`src/fsa_pkg.sv`:
```
package fsa_pkg;

   localparam int VALUE_WIDTH = 32;
   localparam int MAG_WIDTH = 64;
   localparam int CNT_WIDTH = 7;

   typedef struct packed {
      logic signed [31:0] numerator;
      logic signed [31:0] denominator;
      logic               restart;
   } req_type;

   typedef struct packed {
      logic signed [31:0] sum_numerator;
      logic signed [31:0] sum_denominator;
      logic               skipped;
      logic               overflow;
   } rsp_type;

   typedef enum logic [3:0] {
      ST_IDLE,
      ST_MUL1,
      ST_MUL2,
      ST_COMB,
      ST_GCD_CHK,
      ST_MOD,
      ST_DIVN,
      ST_DIVD,
      ST_COMMIT,
      ST_OUT
   } state_type;

   typedef struct packed {
      logic load;
      logic mul1;
      logic mul2;
      logic comb;
      logic mod_start;
      logic mod_step;
      logic gcd_swap;
      logic divn_start;
      logic divd_start;
      logic div_step;
      logic divn_done;
      logic commit;
   } cmd_type;

   typedef struct packed {
      logic skip;
      logic b_zero;
      logic cnt_last;
   } sts_type;

endpackage

```
`src/fsa_ctrl.sv`:
```
module fsa_ctrl (
   input  logic              clock,
   input  logic              reset,
   input  logic              req_valid,
   output logic              req_stall,
   output logic              rsp_valid,
   input  logic              rsp_stall,
   input  fsa_pkg::sts_type  sts,
   output fsa_pkg::cmd_type  cmd
);
   import fsa_pkg::*;

   state_type state_ff, state_in;

   always_ff @(posedge clock) begin
      if (reset) begin
         state_ff <= ST_IDLE;
      end else begin
         state_ff <= state_in;
      end
   end

   always_comb begin
      state_in = state_ff;
      unique case (state_ff)
         ST_IDLE:    if (req_valid) state_in = ST_MUL1;
         ST_MUL1:    state_in = sts.skip ? ST_OUT : ST_MUL2;
         ST_MUL2:    state_in = ST_COMB;
         ST_COMB:    state_in = ST_GCD_CHK;
         ST_GCD_CHK: state_in = sts.b_zero ? ST_DIVN : ST_MOD;
         ST_MOD:     if (sts.cnt_last) state_in = ST_GCD_CHK;
         ST_DIVN:    if (sts.cnt_last) state_in = ST_DIVD;
         ST_DIVD:    if (sts.cnt_last) state_in = ST_COMMIT;
         ST_COMMIT:  state_in = ST_OUT;
         ST_OUT:     if (!rsp_stall) state_in = ST_IDLE;
         default:    state_in = ST_IDLE;
      endcase
   end

   always_comb begin
      cmd = '0;
      req_stall = 1'b1;
      rsp_valid = 1'b0;
      unique case (state_ff)
         ST_IDLE: begin
            req_stall = 1'b0;
            cmd.load = req_valid;
         end
         ST_MUL1: cmd.mul1 = 1'b1;
         ST_MUL2: cmd.mul2 = 1'b1;
         ST_COMB: cmd.comb = 1'b1;
         ST_GCD_CHK: begin
            cmd.mod_start = !sts.b_zero;
            cmd.divn_start = sts.b_zero;
         end
         ST_MOD: begin
            cmd.mod_step = 1'b1;
            cmd.gcd_swap = sts.cnt_last;
         end
         ST_DIVN: begin
            cmd.div_step = 1'b1;
            cmd.divn_done = sts.cnt_last;
            cmd.divd_start = sts.cnt_last;
         end
         ST_DIVD: cmd.div_step = 1'b1;
         ST_COMMIT: cmd.commit = 1'b1;
         ST_OUT: rsp_valid = 1'b1;
         default: ;
      endcase
   end

endmodule

```
`config.mk`:
```
export PLATFORM = sky130hd
export DESIGN_NAME = fsa_ctrl
export DESIGN_NICKNAME = d
export VERILOG_FILES = /design/src/fsa_pkg.sv /design/src/fsa_ctrl.sv
export SDC_FILE = /design/constraint.sdc
export NUM_CORES = 1
export LEC_CHECK = 0
export ABC_AREA = 1
export BUFFER_PORTS_ARGS = -buffer_cell sky130_fd_sc_hd__buf_2
export CORE_MARGIN = 5
export CORE_UTILIZATION = 25
export CTS_BUF_LIST = sky130_fd_sc_hd__clkbuf_16
export CTS_CLUSTER_SIZE = 25
export DETAILED_ROUTE_END_ITERATION = 10
export GPL_TIMING_DRIVEN = 0
export PLACE_DENSITY = 0.57
export SETUP_SLACK_MARGIN = 0.3
export SYNTH_ARGS = -nofsm -noshare
export SYNTH_HDL_FRONTEND = slang
export SYNTH_SLANG_ARGS = --single-unit
```
`constraint.sdc`:
```
create_clock -name clock -period 1 [get_ports clock]
set_input_delay 0.1 -clock clock [delete_from_list [all_inputs] [get_ports clock]]
set_output_delay 0.1 -clock clock [all_outputs]
set_load 0.02 [all_outputs]
```
# After elaboration in Yosys (flattened, before gate mapping)
# Cells that the tools add are included.
op_classes:
  n_shift: 0
  div_mod_pow: 0
  n_reduce_logical: 4
  add_sub_neg: 0
  n_lt_le_gt_ge: 0
  bitwise_logic: 0
  muxes: 20
  n_mul: 0
  n_eq_ne: 14
ops:
  columns: ["operator", "n"]
  rows:
  - ["one-hot mux 4 bit (10 select lines)", 1]
  - ["2-to-1 mux 4 bit", 6]
  - ["equality test 4 x 3 -> 1 bit, second input constant", 4]
  - ["2-to-1 mux 1 bit", 11]
  - ["inequality test 2 bit, second input constant", 5]
  - ["equality test 4 x 2 -> 1 bit, second input constant", 2]
  - ["equality test 4 bit, second input constant", 2]
  - ["AND reduction 5 bit", 1]
  - ["equality test 4 x 1 -> 1 bit, second input constant", 1]
  - ["logical NOT 4 bit", 1]
  - ["2-to-1 mux 2 bit", 2]
  - ["OR reduction 2 bit", 1]
  - ["logical NOT 1 bit", 1]
totals:
  register_bits: 4
  out_inout_bits: 14
  input_bits: 7
  rom_bits: 0
  mem_count: 0
  latch_bits: 0
  ram_bits: 0

# Depth between registers and ports, before layout
# Gate-level depths: netlist of run 1.
depth:
  depth_word: 3
  depth_mapped: 7
  mapped_depth_nobuf: 7

# Worst setup path before layout of run 1
# No wires, ideal clock.
synth_path:
  path_type: "reg2out"
  startpoint: "reg state_ff[1]"
  endpoint: "out cmd[3] in the netlist's numbering"
  stages_incl_launch_ff: 4
  n_path_buf: 1
  t_arrival_ps: 1546
  t_required_ps: 900
  path_slack_ps: -646
  cell_sequence: "dfxtp_1 inv_1 nor4_1 buf_4"
synth_lines:
  columns: ["item", "line", "source"]
  rows:
  - ["start: declaration", "fsa_ctrl.sv:13", "state_type state_ff, state_in;"]
  - ["start signal: assignment", "fsa_ctrl.sv:19", "state_ff <= state_in;"]
  - ["end: declaration", "fsa_ctrl.sv:9", "output fsa_pkg::cmd_type cmd"]

==> Flow_metrics.wiki, run 1 <==
{| class="wikitable"
! Metric !! Value
|-
| # port buffers || 20
|-
| Worst min-delay path startpoint || reset
|-
| Fin crit share || 1.29
|-
| Largest cells by area after synthesis || dfxtp_1, nand2_1, inv_1
|-
| Final ANT Viol Nets || 0
|-
| Largest delay share family, worst path || flip-flops
|-
| Flop and latch count out of synthesis || 4
|-
| Final-layout worst hold slack || 0.0953 ns
|-
| Worst Clk Skew || 0.00400 ns
|-
| Highest clock rate || 777 MHz
|-
| Worst hold path depth || 2
|-
| Number of antenna diodes || 0
|-
| Minimum setup slack in the final design || -0.286 ns
|-
| Clock slew at reported path FFs || 0.03 ns
|-
| Yosys top cell area share || 0.211
|-
| Width of the die || 49.0 um
|-
| # rows || 14
|-
| Violations in the final reports || negative setup slack
|-
| Least-Margin Pin Slew || 0.234 ns
|-
| Pre-CTS setup slack || -0.292 ns
|-
| Worst r2r src || state_ff[1]$_SDFFE_PP0P_
|-
| Most frequent cells after synthesis || nand2_1, inv_1, nor2_1, nand3_1
|-
| Most used flip-flop cell after synthesis || dfxtp_1
|-
| Global-route wire length before repair || 2.19 mm
|-
| First-iteration detailed-routing DRC count || 9
|-
| TritonCTS clock tree || yes
|-
| Sequential-to-total area share from yosys stat || 0.211
|-
| Post-Syn Instances || 68
|-
| Net count of the finished layout || 107
|-
| CP Class || register to output pin
|-
| Final setup violation count || 18
|-
| Clock buffer count from CTS || 3
|-
| Net Count, Synth || 75
|-
| Number of buffers on the longest clock path || 2
|-
| Final design instance area without fill || 852 um2
|-
| End point of the most critical hold path || state_ff[2]$_SDFFE_PP0P_
|-
| Library cell occupying the most area in the post-synthesis netlist || dfxtp_1
|-
| Reported leakage power || 0.430 nW
|-
| Largest registers || state_ff x4
|-
| Die span in y || about 49 um
|-
| Cell breakdown of the critical path || inv_4 > nor4_4 > buf_4 > buf_6
|-
| Min-delay worst type || primary input to register
|-
| Syn-to-layout area delta || 124%
|-
| Sum of overflow across all layers after global routing || 0
|-
| Startpoint type of the worst setup path || register
|-
| Minimum clock period after layout || 1.29 ns
|-
| CP max FO || 5
|-
| Reg-to-Reg End || state_ff[0]$_SDFFE_PP0P_
|-
| Cell depth of the worst flop-to-flop path || 7
|-
| Per-cell via count in the routed design || approximately 4.7
|-
| Final max-slew violation count || 0
|-
| Total of warnings raised by yosys || 0
|-
| Area of placed instances || approximately 570 um2
|-
| Max stage delay cell, worst path || dfxtp_4
|-
| Clock latency at the later pin of the worst-skew pair || roughly 0.23 ns
|-
| Final HPWL from detailed placement || 880 um
|-
| Synthesized cell area || 380 um2
|-
| Average routed wire per standard cell || 11.8 um
|-
| Total die area || around 2400 um2
|-
| Crit path largest cell delay || 0.39 ns
|-
| Most frequently used cell type in the post-synthesis netlist || nand2_1
|-
| Average cell area after synthesis || 5.59 um2
|-
| Boundary pin count || 21
|-
| IR Drop Worst-Case VDD || 1.60 mV
|-
| # DRC || 0
|-
| Register bank with the most flops || state_ff
|-
| Max-cap viol count || 0
|-
| Fraction of final layout cells sized beyond drive strength 1 || 0.776
|-
| Total chip power || 0.00191 W
|-
| R2R Setup Slk || -0.21 ns
|-
| Endpoints failing hold || 0
|-
| Maximum number of pins on one net before global-route repair || 7
|-
| Required time at the worst-slack endpoint || 0.90 ns
|-
| Via count of the first global-routing pass || 520
|-
| CTS HTree Levels || 1
|-
| Utilization of the core after routing || 0.579
|-
| Unique masters post-synth || 14
|-
| Total iterations of the first detailed-routing run || 4
|-
| Kind of end point of the critical path || output pin
|-
| Buffer cell driving the clock tree root || clkbuf_16
|-
| Vias || 539
|-
| Starting utilization of the core area || 0.259
|-
| Total Routing Usage GR || 0.114
|-
| Arrival time worst endpoint || 1.19 ns
|-
| Num Clock Sinks || 4
|-
| Area inside the core boundary || 1470 um2
|-
| Number of flip-flops in the largest register || 4
|-
| EDFF count, synth || 0
|-
| Result of the run || finished, violations left
|-
| Buffers and inverters on the worst path || 3
|-
| Slew Limit Headroom || 0.844
|-
| Placer's final routability congestion estimate || 0.772
|-
| Routed WL || 1.35 mm
|-
| Power Dens Cells || 2240 nW/um2
|-
| RSZ-0062 raised after global routing || true
|-
| Async S/R FF share, synth || 0
|-
| Initial antenna violation count || 0
|}
-- cells in the final DEF (no fill, tap or decap), types with 3 or more instances in the layout --
cell type  Yosys  layout
nand2_1       17       8
buf_2          0      10
nand3_2        4       5
nor2_2         2       4
nor3_2         0       3
clkbuf_16      0       3
inv_1         14       6
nor2_4         0       6
buf_4          1      11
a21oi_2        0       3
inv_2          1       5
buf_6          0       6
nand3_1        5       3
nand2_2        0       7
inv_4          0       4
dfxtp_4        0       3
-- worst max-delay path by stage --
stage | depth (start not counted) | end | startpoint
2_1_floorplan | 4 | cmd[3] | state_ff[3]$_SDFFE_PP0P_
3_3_place_gp | 4 | cmd[9] | state_ff[2]$_SDFFE_PP0P_
3_5_place_dp | 4 | cmd[9] | state_ff[2]$_SDFFE_PP0P_
4_1_cts | 4 | cmd[7] | state_ff[0]$_SDFFE_PP0P_
5_1_grt | 5 | cmd[5] | state_ff[1]$_SDFFE_PP0P_
6_report | 4 | cmd[3] | state_ff[1]$_SDFFE_PP0P_
-- metal layers --
layer	global-route usage	wire length (um)	up-vias
li1	-	-	277
met1	0.133	551	248
met3	0.0398	71	0
met4	0.0493	0	0
met2	0.187	727	14
met5	0	0	-
-- per-stage QoR --
step / setup TNS, ns / std cells
after floorplan: -1.14 / 68
after global placement: -3.17 / 104
after detailed placement: -3.04 / 104
after CTS: -3.89 / 113
after global routing: -4.98 / 114
final: -3.87 / 114
-- worst register-to-register path: stages (launching register included) --
cell,delay [ns]
dfxtp_4,0.37
buf_12,0.13
nor2_4,0.13
buf_6,0.13
nand3_4,0.09
nand3_2,0.09
nand2_1,0.07
a21oi_2,0.13
-- where the power goes --
part	total (W)	internal (W)	switching [W]
sequential	0.000293	0.000207	0.0000859
clock	0.000625	0.000511	0.000114
combinational	0.000991	0.000413	0.000578
-- area by class of cell --
| cell class | count | area, um2 |
|---|---|---|
| Fill cell | 129 | 619 |
| Multi-Input combinational cell | 48 | 378 |
| Timing Repair Buffer | 27 | 213 |
| Sequential cell | 4 | 92.6 |
| Clock buffer | 3 | 75.1 |
| Inverter | 15 | 66.3 |
| Tap cell | 16 | 20.0 |
| Buffer | 1 | 7.51 |
-- cells by family (layout without fill, tap and decap cells) --
group / after synthesis / in the layout / share of synthesized area
buffers and inverters: 16 / 46 / 0.168
AND/OR/NAND/NOR: 43 / 43 / 0.556
flip-flops: 4 / 4 / 0.211
AO/OA/AOI/OAI: 5 / 5 / 0.0658
-- what timing repair did --
item | in CTS | in global routing
endpoints found under the setup margin | 18 | 18
pin swaps | 8 | 7
hold buffers | 0 | 0
resized for setup | 27 | 22
buffers inserted | 6 | 1
(Power assumes the default switching activity.)
==> run 2: changes to the inputs <==
--- a/config.mk
+++ b/config.mk
@@ -11,4 +11,5 @@
 export CORE_UTILIZATION = 25
 export CTS_BUF_LIST = sky130_fd_sc_hd__clkbuf_16
+export CTS_CLUSTER_DIAMETER = 120
 export CTS_CLUSTER_SIZE = 25
 export DETAILED_ROUTE_END_ITERATION = 10
==> constraint.sdc (replaced) <==
create_clock -name clock -period 1 [get_ports clock]
set_input_delay 0.1 -clock clock [delete_from_list [all_inputs] [get_ports clock]]
set_output_delay 0.1 -clock clock [all_outputs]
set_load 0.005 [all_outputs]
==> Flow_metrics.wiki, run 2 (synthesis results as in run 1) <==
{| class="wikitable"
! Metric !! Value
|-
| IR Drop Worst-Case VDD || 1.78 mV (+12%)
|-
| Least-Margin Pin Slew || 0.207 ns (-0.0267 ns)
|-
| CTS HTree Levels || 1 (unchanged)
|-
| Worst Clk Skew || 0.000914 ns (-0.00309 ns)
|-
| Buffer cell driving the clock tree root || clkbuf_16
|-
| Comb pwr share || 0.484 (-0.035)
|-
| Sum of overflow across all layers after global routing || 0 (unchanged)
|-
| Worst hold path depth || 2 (unchanged)
|-
| Arrival time worst endpoint || 1.13 ns (-0.06 ns)
|-
| Final max-slew violation count || 0 (unchanged)
|-
| Minimum clock period after layout || 1.23 ns (-0.0571 ns)
|-
| Total die area || 2400 um2 (unchanged)
|-
| Commonest cells after routing, fill and taps aside || buf_2, buf_4, nand2_1, inv_1
|-
| Most frequent standard cell in the layout excluding fill and tap cells || buf_2
|-
| Minimum setup slack in the final design || -0.229 ns (+0.0571 ns)
|-
| Initial antenna violation count || 0 (unchanged)
|-
| Number of antenna diodes || 0 (unchanged)
|-
| Maximum number of pins on one net before global-route repair || 6 (-1)
|-
| Number of flip-flops in the largest register || 4 (unchanged)
|-
| End point of the most critical hold path || state_ff[2]$_SDFFE_PP0P_
|-
| CP Class || register to output pin
|-
| Startpoint type of the worst setup path || register
|-
| Net count of the finished layout || 112 (+4.7%)
|-
| Reg-to-Reg End || state_ff[0]$_SDFFE_PP0P_
|-
| Violations in the final reports || negative setup slack
|-
| Worst min-delay path startpoint || reset
|-
| First-iteration detailed-routing DRC count || 13 (+4)
|-
| Num Clock Sinks || 4 (unchanged)
|-
| Slew Limit Headroom || 0.861 (+0.0169)
|-
| TritonCTS clock tree || yes
|-
| Power dissipated by switching net loads || 0.000677 W (-13%)
|-
| Final setup violation count || 18 (unchanged)
|-
| R2R Setup Slk || -0.15 ns (+0.06 ns)
|-
| Total Routing Usage GR || 0.121 (+0.00618)
|-
| Syn-to-layout area delta || 122%
|-
| Final design instance area without fill || 843 um2 (-1.0%)
|-
| Cell depth of the worst flop-to-flop path || 8 (+1)
|-
| Area inside the core boundary || 1470 um2 (unchanged)
|-
| Fin crit share || 1.23 (-0.0571)
|-
| Clock latency at the later pin of the worst-skew pair || 0.22 ns (about the same)
|-
| Min-delay worst type || primary input to register
|-
| RSZ-0062 raised after global routing || true
|-
| Width of the die || 49.0 um (unchanged)
|-
| Power share of the sequential group || 0.167 (+0.014)
|-
| Global-route wire length before repair || 2.36 mm (+7.5%)
|-
| Most crowded layer after global routing || met2
|-
| # port buffers || 20 (unchanged)
|-
| Starting utilization of the core area || 0.259 (unchanged)
|-
| Routed WL || 1.42 mm (+5.3%)
|-
| Fraction of final layout cells sized beyond drive strength 1 || 0.740 (-0.0351)
|-
| Routing usage on met1 || 0.128 (-0.00572)
|-
| # rows || 14 (unchanged)
|-
| Final ANT Viol Nets || 0 (unchanged)
|-
| Largest registers || state_ff x4
|-
| Result of the run || finished, violations left
|-
| Per-cell via count in the routed design || 4.63 (-2.2%)
|-
| Kind of end point of the critical path || output pin
|-
| Highest clock rate || 814 MHz (+4.6%)
|-
| Register bank with the most flops || state_ff
|-
| Die span in y || 49.0 um (unchanged)
|-
| Switching share of total power || 0.376 (-0.0319)
|-
| CP max FO || 5 (unchanged)
|-
| Boundary pin count || 21 (unchanged)
|-
| Via count of the first global-routing pass || 561 (+7.9%)
|-
| Met3 track utilization from global routing || 0.0489 (+0.00917)
|-
| Internal power of the cells || 0.00112 W (-0.60%)
|-
| Area of placed instances || 549 um2 (-2.9%)
|-
| Share of total power in the clock network || 0.349 (+0.022)
|-
| Final HPWL from detailed placement || 911 um (+3.5%)
|-
| Reported leakage power || 0.462 nW (+7.4%)
|-
| Required time at the worst-slack endpoint || 0.90 ns (about the same)
|-
| Clock buffer count from CTS || 3 (unchanged)
|-
| Setup TNS Final || -2.89 ns (+0.978 ns)
|-
| Number of buffers on the longest clock path || 2 (unchanged)
|-
| Power Dens Cells || 2140 nW/um2 (-4.7%)
|-
| Vias || 555 (+3.0%)
|-
| # DRC || 0 (unchanged)
|-
| Placer's final routability congestion estimate || 0.753 (-2.5%)
|-
| Endpoints failing hold || 0 (unchanged)
|-
| Global-route track usage on met2 || 0.215 (+0.0283)
|-
| Average routed wire per standard cell || 11.9 um (about the same)
|-
| Pre-CTS setup slack || -0.100 ns (+0.192 ns)
|-
| Worst r2r src || state_ff[0]$_SDFFE_PP0P_
|-
| Max-cap viol count || 0 (unchanged)
|-
| Clock slew at reported path FFs || 0.03 ns (about the same)
|-
| Total iterations of the first detailed-routing run || 4 (unchanged)
|}
[run 2: changes by cell type in the layout (fill, tap and decap cells not counted), sizes merged]
cell,change
buf,+5
inv,+1
[run 2: stage by stage]
stage / total power (W) / hold slack (ns) / utilization / cells
floorplan: 0.000663 / 0.159 / - / 68
global placement: 0.000826 / 0.299 / 0.373 / 104
detailed placement: 0.000825 / 0.304 / 0.373 / 104
CTS: 0.00167 / 0.0826 / 0.526 / 119
global route: 0.00194 / 0.118 / 0.573 / 120
finish: 0.00180 / 0.106 / 0.573 / 120
[run 2: power by group through the flow]
stage	Sequential [W]	Combinational, W	Clock (W)
floorplan	0.000270	0.000393	0
global placement	0.000283	0.000543	0
detailed placement	0.000282	0.000543	0
CTS	0.000284	0.000747	0.000643
global route	0.000310	0.000965	0.000662
finish	0.000301	0.000871	0.000629
[run 2: area by class of cell]
| type | count | area (um2) |
|---|---|---|
| clock buffer | 3 | 75.1 |
| fill | 135 | 628 |
| timing repair buffer | 32 | 204 |
| tap | 16 | 20.0 |
| multi-input combinational | 48 | 374 |
| clock inverter | 1 | 3.75 |
| sequential | 4 | 95.1 |
| buffer | 1 | 7.51 |
| inverter | 15 | 63.8 |
[run 2: timing repair]
item                       CTS  global route
cloned                       0             0
hold buffers                 0             0
pin swaps                   14             6
gates resized for setup     18            17
buffers inserted            11             1
setup endpoints to repair   18            18
[run 2: how the worst max path moves through the flow]
stage,slack (ns),from,endpoint
CTS,-0.22,state_ff[1]$_SDFFE_PP0P_,cmd[3]
detailed placement,-0.10,state_ff[1]$_SDFFE_PP0P_,state_ff[1]$_SDFFE_PP0P_
global route,-0.29,state_ff[1]$_SDFFE_PP0P_,cmd[3]
global placement,-0.11,state_ff[0]$_SDFFE_PP0P_,state_ff[0]$_SDFFE_PP0P_
finish,-0.23,state_ff[0]$_SDFFE_PP0P_,cmd[5]
floorplan,0.02,state_ff[0]$_SDFFE_PP0P_,state_ff[3]$_SDFFE_PP0P_
[run 2: worst max-delay path, cell delays in order (launching register included)]
cell     delay [ns]
dfxtp_4        0.41
inv_4          0.06
nor2_4         0.11
inv_2          0.08
nor3_1         0.12
buf_2          0.14
[run 2: layer usage]
| metal | vias up | part of all wire |
|---|---|---|
| met5 | - | 0 |
| met2 | 16 | 0.53 |
| met4 | 0 | 0.0098 |
| met3 | 2 | 0.071 |
| li1 | 285 | - |
| met1 | 252 | 0.39 |
